**config.mk**
```make
export PLATFORM = sky130hd
export DESIGN_NAME = permutation_unrank
export DESIGN_NICKNAME = d
export VERILOG_FILES = /design/src/pu_pkg.sv /design/src/permutation_unrank.sv /design/src/pu_divider.sv /design/src/pu_pool.sv
export VERILOG_INCLUDE_DIRS = /design/src /design/src/src
export SDC_FILE = /design/constraint.sdc
export NUM_CORES = 1
export LEC_CHECK = 0
export ABC_AREA = 1
export BUFFER_PORTS_ARGS = -buffer_cell sky130_fd_sc_hd__buf_4
export CAP_MARGIN = 40
export CORE_MARGIN = 1
export CORE_UTILIZATION = 53
export CTS_CLUSTER_SIZE = 40
export DETAILED_ROUTE_END_ITERATION = 8
export PLACE_DENSITY_LB_ADDON = 0.1
export SLEW_MARGIN = 40
export SYNTH_ARGS = -nofsm -noshare
export SYNTH_HDL_FRONTEND = slang
export SYNTH_SLANG_ARGS = --single-unit
```
**constraint.sdc**
```tcl
create_clock -name clk -period 7.9 [get_ports clk]
set_clock_uncertainty 0.1 [all_clocks]
set_input_delay 1.58 -clock clk [delete_from_list [all_inputs] [get_ports clk]]
set_output_delay 1.58 -clock clk [all_outputs]
set_load 0.05 [all_outputs]
```
**src/assert_macros.svh**
```systemverilog
// assertion macros used by the top level rtl file
`ifndef ASSERT_MACROS_SVH
`define ASSERT_MACROS_SVH

// property checked on every rising edge outside reset
`define ASSERT_CLK(label, prop, msg) \
    label: assert property (@(posedge clk) disable iff (!rst_n) prop) else $error(msg);

// property that must never hold outside reset
`define ASSERT_NEVER(label, prop, msg) \
    label: assert property (@(posedge clk) disable iff (!rst_n) !(prop)) else $error(msg);

`endif

```
**src/pu_pkg.sv**
```systemverilog
// types and constants of the permutation unrank block
`timescale 1ns / 1ps

package pu_pkg;

    localparam int DATA_W     = 64;
    localparam int TERM_W     = 5;
    localparam int OUT_W      = 4;
    localparam int FACT_IDX_W = 5;
    localparam int FACT_SIZE  = 21;

    localparam logic [DATA_W-1:0] FACT [FACT_SIZE] = '{
        64'd1,
        64'd1,
        64'd2,
        64'd6,
        64'd24,
        64'd120,
        64'd720,
        64'd5040,
        64'd40320,
        64'd362880,
        64'd3628800,
        64'd39916800,
        64'd479001600,
        64'd6227020800,
        64'd87178291200,
        64'd1307674368000,
        64'd20922789888000,
        64'd355687428096000,
        64'd6402373705728000,
        64'd121645100408832000,
        64'd2432902008176640000
    };

    localparam logic [TERM_W-1:0] TERM_COUNT_RESET = 5'd16;
    localparam logic [DATA_W-1:0] RANK_LIMIT_RESET = 64'd20922789888000;

    localparam logic REG_TERM_COUNT = 1'b0;
    localparam logic REG_RANK_LIMIT = 1'b1;

    typedef enum logic [2:0] {
        ST_IDLE,
        ST_CHECK,
        ST_DIVIDE,
        ST_PICK,
        ST_SEND
    } state_t;

    typedef struct packed {
        logic init;
        logic start;
        logic step;
    } div_ctrl_t;

    typedef struct packed {
        logic load;
        logic remove;
    } pool_ctrl_t;

endpackage

```
**src/permutation_unrank.sv**
```systemverilog
// permutation unrank top level: sequencer, config registers and result register
//
//  channel   signals                                   direction
//  request   in_valid, in_stall, rank                  in
//  result    out_valid, out_stall, element, position,  out
//            last, out_of_range
//  config    wr_en, wr_index, wr_data                  in
//
// a rank is loaded and range checked, then each element takes its own pass through
// divide, pick and send: QW quotient bits from the shared shift and subtract divider,
// one pick, one send (QW = 4 at the default size)
// a rejected rank goes from the check straight to send and gives one result
// in_stall stays high from acceptance until the last result is taken
// out_stall holds the result register and the sequencer until it drops
`timescale 1ns / 1ps
`include "assert_macros.svh"

module permutation_unrank #(
    parameter int MAX_TERMS = 16
) (
    input  logic                      clk,
    input  logic                      rst_n,
    input  logic                      wr_en,
    input  logic                      wr_index,
    input  logic [pu_pkg::DATA_W-1:0] wr_data,
    input  logic                      in_valid,
    output logic                      in_stall,
    input  logic [pu_pkg::DATA_W-1:0] rank,
    output logic                      out_valid,
    input  logic                      out_stall,
    output logic [pu_pkg::OUT_W-1:0]  element,
    output logic [pu_pkg::OUT_W-1:0]  position,
    output logic                      last,
    output logic                      out_of_range
);

    localparam int QW = (MAX_TERMS > 1) ? $clog2(MAX_TERMS) : 1;
    localparam int CW = $clog2(MAX_TERMS + 1);

    pu_pkg::state_t              state_reg;
    pu_pkg::state_t              state_next;
    logic [pu_pkg::TERM_W-1:0]   term_count_reg;
    logic [pu_pkg::DATA_W-1:0]   rank_limit_reg;
    logic [CW-1:0]               count_reg;
    logic [CW-1:0]               count_next;
    logic [QW-1:0]               pos_cnt_reg;
    logic [QW-1:0]               pos_cnt_next;
    logic                        out_valid_reg;
    logic                        out_valid_next;
    logic [pu_pkg::OUT_W-1:0]    element_reg;
    logic [pu_pkg::OUT_W-1:0]    element_next;
    logic [pu_pkg::OUT_W-1:0]    position_reg;
    logic [pu_pkg::OUT_W-1:0]    position_next;
    logic                        last_reg;
    logic                        last_next;
    logic                        oor_reg;
    logic                        oor_next;

    logic [CW-1:0]                 eff_n;
    logic [pu_pkg::FACT_IDX_W-1:0] fact_idx;
    logic [pu_pkg::DATA_W-1:0]     divisor;
    logic [QW-1:0]                 quotient;
    logic [pu_pkg::DATA_W-1:0]     div_rem;
    logic                          div_done;
    logic [QW-1:0]                 pick_idx;
    logic [QW-1:0]                 pool_entry;
    logic                          reject;
    pu_pkg::div_ctrl_t             div_ctrl;
    pu_pkg::pool_ctrl_t            pool_ctrl;

    // effective term count
    always_comb
    begin
        if (term_count_reg == '0)
        begin
            eff_n = CW'(1);
        end
        else if (term_count_reg > pu_pkg::TERM_W'(MAX_TERMS))
        begin
            eff_n = CW'(MAX_TERMS);
        end
        else
        begin
            eff_n = CW'(term_count_reg);
        end
    end

    always_comb
    begin
        if (count_reg == '0)
        begin
            fact_idx = '0;
        end
        else
        begin
            fact_idx = pu_pkg::FACT_IDX_W'(count_reg) - pu_pkg::FACT_IDX_W'(1);
        end
        divisor = pu_pkg::FACT[fact_idx];
        reject  = (div_rem >= rank_limit_reg)
               || (div_rem >= pu_pkg::FACT[pu_pkg::FACT_IDX_W'(eff_n)]);
        // guard against a quotient past the last unused entry
        if (CW'(quotient) >= count_reg)
        begin
            pick_idx = QW'(count_reg - CW'(1));
        end
        else
        begin
            pick_idx = quotient;
        end
    end

    pu_divider #(
        .QW (QW)
    ) u_divider (
        .clk       (clk),
        .rst_n     (rst_n),
        .ctrl      (div_ctrl),
        .dividend  (rank),
        .divisor   (divisor),
        .quotient  (quotient),
        .remainder (div_rem),
        .done      (div_done)
    );

    pu_pool #(
        .DEPTH (MAX_TERMS),
        .EW    (QW)
    ) u_pool (
        .clk   (clk),
        .ctrl  (pool_ctrl),
        .idx   (pick_idx),
        .entry (pool_entry)
    );

    // next state
    always_comb
    begin
        state_next = state_reg;
        case (state_reg)
            pu_pkg::ST_IDLE:
            begin
                if (in_valid)
                begin
                    state_next = pu_pkg::ST_CHECK;
                end
            end
            pu_pkg::ST_CHECK:
            begin
                state_next = reject ? pu_pkg::ST_SEND : pu_pkg::ST_DIVIDE;
            end
            pu_pkg::ST_DIVIDE:
            begin
                if (div_done)
                begin
                    state_next = pu_pkg::ST_PICK;
                end
            end
            pu_pkg::ST_PICK:
            begin
                state_next = pu_pkg::ST_SEND;
            end
            pu_pkg::ST_SEND:
            begin
                if (!out_stall)
                begin
                    state_next = last_reg ? pu_pkg::ST_IDLE : pu_pkg::ST_DIVIDE;
                end
            end
            default:
            begin
                state_next = pu_pkg::ST_IDLE;
            end
        endcase
    end

    // datapath control
    always_comb
    begin
        div_ctrl       = '0;
        pool_ctrl      = '0;
        count_next     = count_reg;
        pos_cnt_next   = pos_cnt_reg;
        out_valid_next = out_valid_reg;
        element_next   = element_reg;
        position_next  = position_reg;
        last_next      = last_reg;
        oor_next       = oor_reg;
        case (state_reg)
            pu_pkg::ST_IDLE:
            begin
                div_ctrl.init = in_valid;
            end
            pu_pkg::ST_CHECK:
            begin
                if (reject)
                begin
                    element_next   = '0;
                    position_next  = '0;
                    last_next      = 1'b1;
                    oor_next       = 1'b1;
                    out_valid_next = 1'b1;
                end
                else
                begin
                    pool_ctrl.load = 1'b1;
                    div_ctrl.start = 1'b1;
                    count_next     = eff_n;
                    pos_cnt_next   = '0;
                end
            end
            pu_pkg::ST_DIVIDE:
            begin
                div_ctrl.step = 1'b1;
            end
            pu_pkg::ST_PICK:
            begin
                pool_ctrl.remove = 1'b1;
                element_next     = pu_pkg::OUT_W'(pool_entry);
                position_next    = pu_pkg::OUT_W'(pos_cnt_reg);
                last_next        = (count_reg == CW'(1));
                oor_next         = 1'b0;
                out_valid_next   = 1'b1;
                count_next       = count_reg - CW'(1);
            end
            pu_pkg::ST_SEND:
            begin
                if (!out_stall)
                begin
                    out_valid_next = 1'b0;
                    if (!last_reg)
                    begin
                        pos_cnt_next   = pos_cnt_reg + QW'(1);
                        div_ctrl.start = 1'b1;
                    end
                end
            end
            default:
            begin
                out_valid_next = 1'b0;
            end
        endcase
    end

    always_ff @(posedge clk or negedge rst_n)
    begin
        if (!rst_n)
        begin
            state_reg      <= pu_pkg::ST_IDLE;
            term_count_reg <= pu_pkg::TERM_COUNT_RESET;
            rank_limit_reg <= pu_pkg::RANK_LIMIT_RESET;
            count_reg      <= '0;
            pos_cnt_reg    <= '0;
            out_valid_reg  <= 1'b0;
        end
        else
        begin
            state_reg     <= state_next;
            count_reg     <= count_next;
            pos_cnt_reg   <= pos_cnt_next;
            out_valid_reg <= out_valid_next;
            if (wr_en)
            begin
                case (wr_index)
                    pu_pkg::REG_TERM_COUNT:
                    begin
                        term_count_reg <= wr_data[pu_pkg::TERM_W-1:0];
                    end
                    pu_pkg::REG_RANK_LIMIT:
                    begin
                        rank_limit_reg <= wr_data;
                    end
                    default:
                    begin
                        rank_limit_reg <= rank_limit_reg;
                    end
                endcase
            end
        end
    end

    always_ff @(posedge clk)
    begin
        element_reg  <= element_next;
        position_reg <= position_next;
        last_reg     <= last_next;
        oor_reg      <= oor_next;
    end

    assign in_stall     = (state_reg != pu_pkg::ST_IDLE);
    assign out_valid    = out_valid_reg;
    assign element      = element_reg;
    assign position     = position_reg;
    assign last         = last_reg;
    assign out_of_range = oor_reg;

    `ASSERT_CLK(a_valid_in_send, out_valid |-> (state_reg == pu_pkg::ST_SEND), "result outside send")
    `ASSERT_CLK(a_accept_check, (in_valid && !in_stall) |=> (state_reg == pu_pkg::ST_CHECK), "request not checked")
    `ASSERT_CLK(a_error_last, (out_valid && out_of_range) |-> last, "error result not last")
    `ASSERT_NEVER(a_count_range, (state_reg == pu_pkg::ST_DIVIDE) && ((count_reg == '0) || (count_reg > CW'(MAX_TERMS))), "pool count out of range")

endmodule

```
**src/pu_divider.sv**
```systemverilog
// shift and subtract divider, one quotient bit per cycle while ctrl.step is high
`timescale 1ns / 1ps

module pu_divider #(
    parameter int QW = 4
) (
    input  logic                      clk,
    input  logic                      rst_n,
    input  pu_pkg::div_ctrl_t         ctrl,
    input  logic [pu_pkg::DATA_W-1:0] dividend,
    input  logic [pu_pkg::DATA_W-1:0] divisor,
    output logic [QW-1:0]             quotient,
    output logic [pu_pkg::DATA_W-1:0] remainder,
    output logic                      done
);

    localparam int BW = (QW > 1) ? $clog2(QW) : 1;
    localparam int WW = pu_pkg::DATA_W + QW;

    logic [pu_pkg::DATA_W-1:0] rem_reg;
    logic [pu_pkg::DATA_W-1:0] rem_next;
    logic [QW-1:0]             quo_reg;
    logic [QW-1:0]             quo_next;
    logic [BW-1:0]             bit_reg;
    logic [BW-1:0]             bit_next;
    logic [WW-1:0]             shifted;
    logic                      fits;

    always_comb
    begin
        shifted  = {{QW{1'b0}}, divisor} << bit_reg;
        fits     = {{QW{1'b0}}, rem_reg} >= shifted;
        rem_next = rem_reg;
        quo_next = quo_reg;
        bit_next = bit_reg;
        if (ctrl.init)
        begin
            rem_next = dividend;
        end
        if (ctrl.start)
        begin
            quo_next = '0;
            bit_next = BW'(QW - 1);
        end
        else if (ctrl.step)
        begin
            if (fits)
            begin
                rem_next = rem_reg - shifted[pu_pkg::DATA_W-1:0];
                quo_next = quo_reg | (QW'(1) << bit_reg);
            end
            bit_next = bit_reg - BW'(1);
        end
    end

    always_ff @(posedge clk or negedge rst_n)
    begin
        if (!rst_n)
        begin
            bit_reg <= '0;
        end
        else
        begin
            bit_reg <= bit_next;
        end
    end

    always_ff @(posedge clk)
    begin
        rem_reg <= rem_next;
        quo_reg <= quo_next;
    end

    assign quotient  = quo_reg;
    assign remainder = rem_reg;
    assign done      = (bit_reg == '0);

endmodule

```
**src/pu_pool.sv**
```systemverilog
// pool of unused elements with load and remove at an index
`timescale 1ns / 1ps

module pu_pool #(
    parameter int DEPTH = 16,
    parameter int EW    = 4
) (
    input  logic               clk,
    input  pu_pkg::pool_ctrl_t ctrl,
    input  logic [EW-1:0]      idx,
    output logic [EW-1:0]      entry
);

    logic [EW-1:0] pool_reg  [DEPTH];
    logic [EW-1:0] pool_next [DEPTH];

    always_comb
    begin
        for (int i = 0; i < DEPTH; i++)
        begin
            pool_next[i] = pool_reg[i];
            if (ctrl.load)
            begin
                pool_next[i] = EW'(i);
            end
            else if (ctrl.remove && (i + 1 < DEPTH) && (i >= int'(idx)))
            begin
                pool_next[i] = pool_reg[(i + 1) % DEPTH];
            end
        end
    end

    always_ff @(posedge clk)
    begin
        for (int i = 0; i < DEPTH; i++)
        begin
            pool_reg[i] <= pool_next[i];
        end
    end

    assign entry = pool_reg[idx];

endmodule
```
==> impl_metrics.env <==
export IMPL_required_ns=8.27
export IMPL_antennaDiodeCount=0
export IMPL_rsz0062_at_grt="false"
export IMPL_finalSetupTns_ns=0
export IMPL_synthToLayoutAreaGrowth_pct=12.39
export IMPL_ys_types=52
export IMPL_timing_rr_end="u_divider.remainder[21]$_DFF_P_"
export IMPL_critPathMaxStageDelay_ns=0.65
export IMPL_critPathSlowestCell="a21oi_1"
export IMPL_startpoint_type="flip-flop"
export IMPL_critPathMaxFanout=20
export IMPL_final_cell_mix="nand2_1, inv_1, nor2_1"
export IMPL_io_buffers=145
export IMPL_fin_nets=3698
export IMPL_postSynthAreaPerCell_um2=6.102
export IMPL_whs_path_depth=2
export IMPL_syn_instance_count=3242
export IMPL_syn_cell_area_mm2=0.01978
export IMPL_grtUsageTotal_pct=40.85
export IMPL_cp_arrival_ns=7.04
export IMPL_synth_area_leaders="nand2_1, ha_1, dfxtp_1, inv_1, dfrtp_1"
export IMPL_path_cells="inv_2 > ha_1 > nand3_1 > nand2_1 > nor2_1 > inv_1 > nand2_1 > o21ai_0 > inv_1 > nor2_1 > nand2_1 > nand2_1 > o21ai_0 > ha_1 > a21oi_1 > o21ai_0 > a21oi_1 > nand2_1 > nand2_1 > nand2_1 > xnor2_1 > nand2_1 > nand2_1 > inv_1"
export IMPL_clk_pin_slew_ns=0.06
export IMPL_drt_pass1_iter_count=8
export IMPL_drive_above_1_share_pct=7.444
export IMPL_io_pins=146
export IMPL_grt_antenna_before_repair=1
export IMPL_drt_iter0_markers=2228
export IMPL_coreArea_mm2=0.03670
export IMPL_cts_hold_buf=0
export IMPL_synth_seq_cells=211
export IMPL_fin_util_pct=60.58
export IMPL_place_gp_congestion=1.099
export IMPL_status="finished clean"
export IMPL_yosysWarningCount=0
export IMPL_drv_cap=0
export IMPL_clock_tree_root_cell="clkbuf_16"
export IMPL_min_from="out_valid$_DFFE_PN0P_"
export IMPL_crit_start="count_reg[0]$_DFFE_PN0P_"
export IMPL_via_count=22506
export IMPL_period_share_pct=84.54
export IMPL_synth_seq_area_share_pct=24.31
export IMPL_ctsResizeCount=0
export IMPL_rrSetupSlack_ns=1.22
export IMPL_die_w_um=195.2
export IMPL_drt_total_wl_um=79670
export IMPL_postCtsSetupRepairBufs=0
export IMPL_cts_num_sinks=211
export IMPL_cts_tree="done"
export IMPL_grt_pass1_wl_um=119300
export IMPL_worstMarginPinSlew_ns=0.8655
export IMPL_routed_via_density=5.861
export IMPL_die_height_um=195.2
export IMPL_path_class="flip-flop to flip-flop"
export IMPL_die_area_mm2=0.03810
export IMPL_drtAntennaViolNets=0
export IMPL_synthArstFlopShare_pct=39.81
export IMPL_netlist_area_leader_share_pct=20.06
export IMPL_crit_top_cell="nand2_1"
export IMPL_whs_endpoint="out_valid$_DFFE_PN0P_"
export IMPL_grt_overflow=0
export IMPL_reg2reg_depth=24
export IMPL_worstSkewPairLatency_ns=0.58
export IMPL_relSlewSlack_pct=41.69
export IMPL_r2r_start="count_reg[0]$_DFFE_PN0P_"
export IMPL_fp_row_count=70
export IMPL_hold_viol=0
export IMPL_cts_made_buffers=26
export IMPL_final_common_cell="nand2_1"
export IMPL_initial_core_util_pct=53.90
export IMPL_cpLargestDelayFamily="simple AND/OR/NAND/NOR gates"
export IMPL_drcViolationCount=0
export IMPL_grt_max_degree=90
export IMPL_worstHoldPathType="flip-flop to flip-flop"
export IMPL_crit_path_end_kind="flip-flop"
export IMPL_synth_edf_count=14
export IMPL_timing_fmax_ghz=0.1497
export IMPL_yosys_area_top_type="nand2_1"
export IMPL_whs_ns=0.3810
export IMPL_slew_violations=0
export IMPL_synthFlopType="dfxtp_1"
export IMPL_path_buf_inv=4
export IMPL_grt_pass1_vias=21295
export IMPL_avgRoutedWirePerCell_um=20.75
export IMPL_cts_buffer_depth=3
export IMPL_setup_viol=0
export IMPL_period_needed_ns=6.679
export IMPL_hpwl_um=64390
export IMPL_htree_num_levels=1
synth_stat cells (2+ instances only):
library cell / count
o22ai_1: 8
nand4_1: 38
a21o_1: 11
mux2i_1: 34
and3_1: 3
buf_2: 10
nand3_1: 166
nand2_1: 1057
or2_2: 4
o211ai_1: 15
o31ai_1: 3
and2_1: 4
edfxtp_1: 14
buf_1: 16
nor2_1: 344
o21ai_0: 222
o21ai_2: 3
dfrtp_1: 65
xnor2_1: 21
nand3b_1: 6
clkbuf_1: 54
a21oi_1: 221
dfstp_2: 19
o21bai_1: 10
inv_2: 3
inv_1: 462
o21a_1: 7
a21boi_0: 6
o21ai_1: 15
buf_4: 3
a31oi_1: 10
clkinv_1: 2
nor2_2: 3
dfxtp_1: 113
nor3_1: 22
xor2_1: 16
nor4_1: 7
ha_1: 211
logic make-up (layout without fill, tap and decap cells):
logic type	after synthesis	after routing	synth area share, %
buffers and inverters	551	676	10.61
flip-flops	211	211	24.31
AO/OA/AOI/OAI	536	536	14.54
other	1	6	0.01896
AND/OR/NAND/NOR	1659	1659	33.64
XOR/XNOR	38	38	1.720
adder cells (fa/ha/maj)	212	212	13.45
multiplexers	34	34	1.720
metrics by stage:
stage	instances	worst slack [ns]	instance area, um^2
after detailed placement	3792	1.494	21290
after global placement	3791	1.595	21270
after global routing	3840	0.6731	22230
after CTS	3840	1.458	22230
final	3840	1.222	22230
after floorplan	3247	3.638	19800
metal layers:
layer,share of wire [%],track usage [%],up-vias
met5,0.024,0,-
met2,44,65.53,1129
met1,40,52.32,10512
met3,9.4,7.375,260
met4,5.8,21.35,2
li1,-,-,10603
how the worst max path moves through the flow:
stage,end,slack (ns),cells after the start
final,u_divider.remainder[21]$_DFF_P_,1.22,24
after global routing,u_divider.remainder[4]$_DFF_P_,0.67,25
after CTS,u_divider.remainder[13]$_DFF_P_,1.46,25
after detailed placement,u_divider.remainder[10]$_DFF_P_,1.49,25
after global placement,u_divider.remainder[4]$_DFF_P_,1.60,25
after floorplan,u_divider.remainder[36]$_DFF_P_,3.64,30
worst reg2reg max path: cells and delay by family (launching register included):
| family | cells | cell delay, ns |
|---|---|---|
| compound gates | 5 | 1.67 |
| xor+xnor | 1 | 0.31 |
| fa+ha+maj | 2 | 0.65 |
| buf+inv | 4 | 0.87 |
| flops | 1 | 0.59 |
| simple gates | 12 | 2.39 |
cell type report:
class / count / area (um^2)
Fill cell: 3475 / 14470
Timing Repair Buffer: 161 / 1216
Clock inverter: 16 / 224.0
Inverter: 467 / 1754
Clock buffer: 32 / 714.4
Tap cell: 468 / 585.6
Sequential cell: 211 / 4810
Multi-Input combinational cell: 2485 / 12930
Power is left out: the tool's default activity adds up to more than one toggle a clock period on the data nets, which glitch-free logic cannot reach.
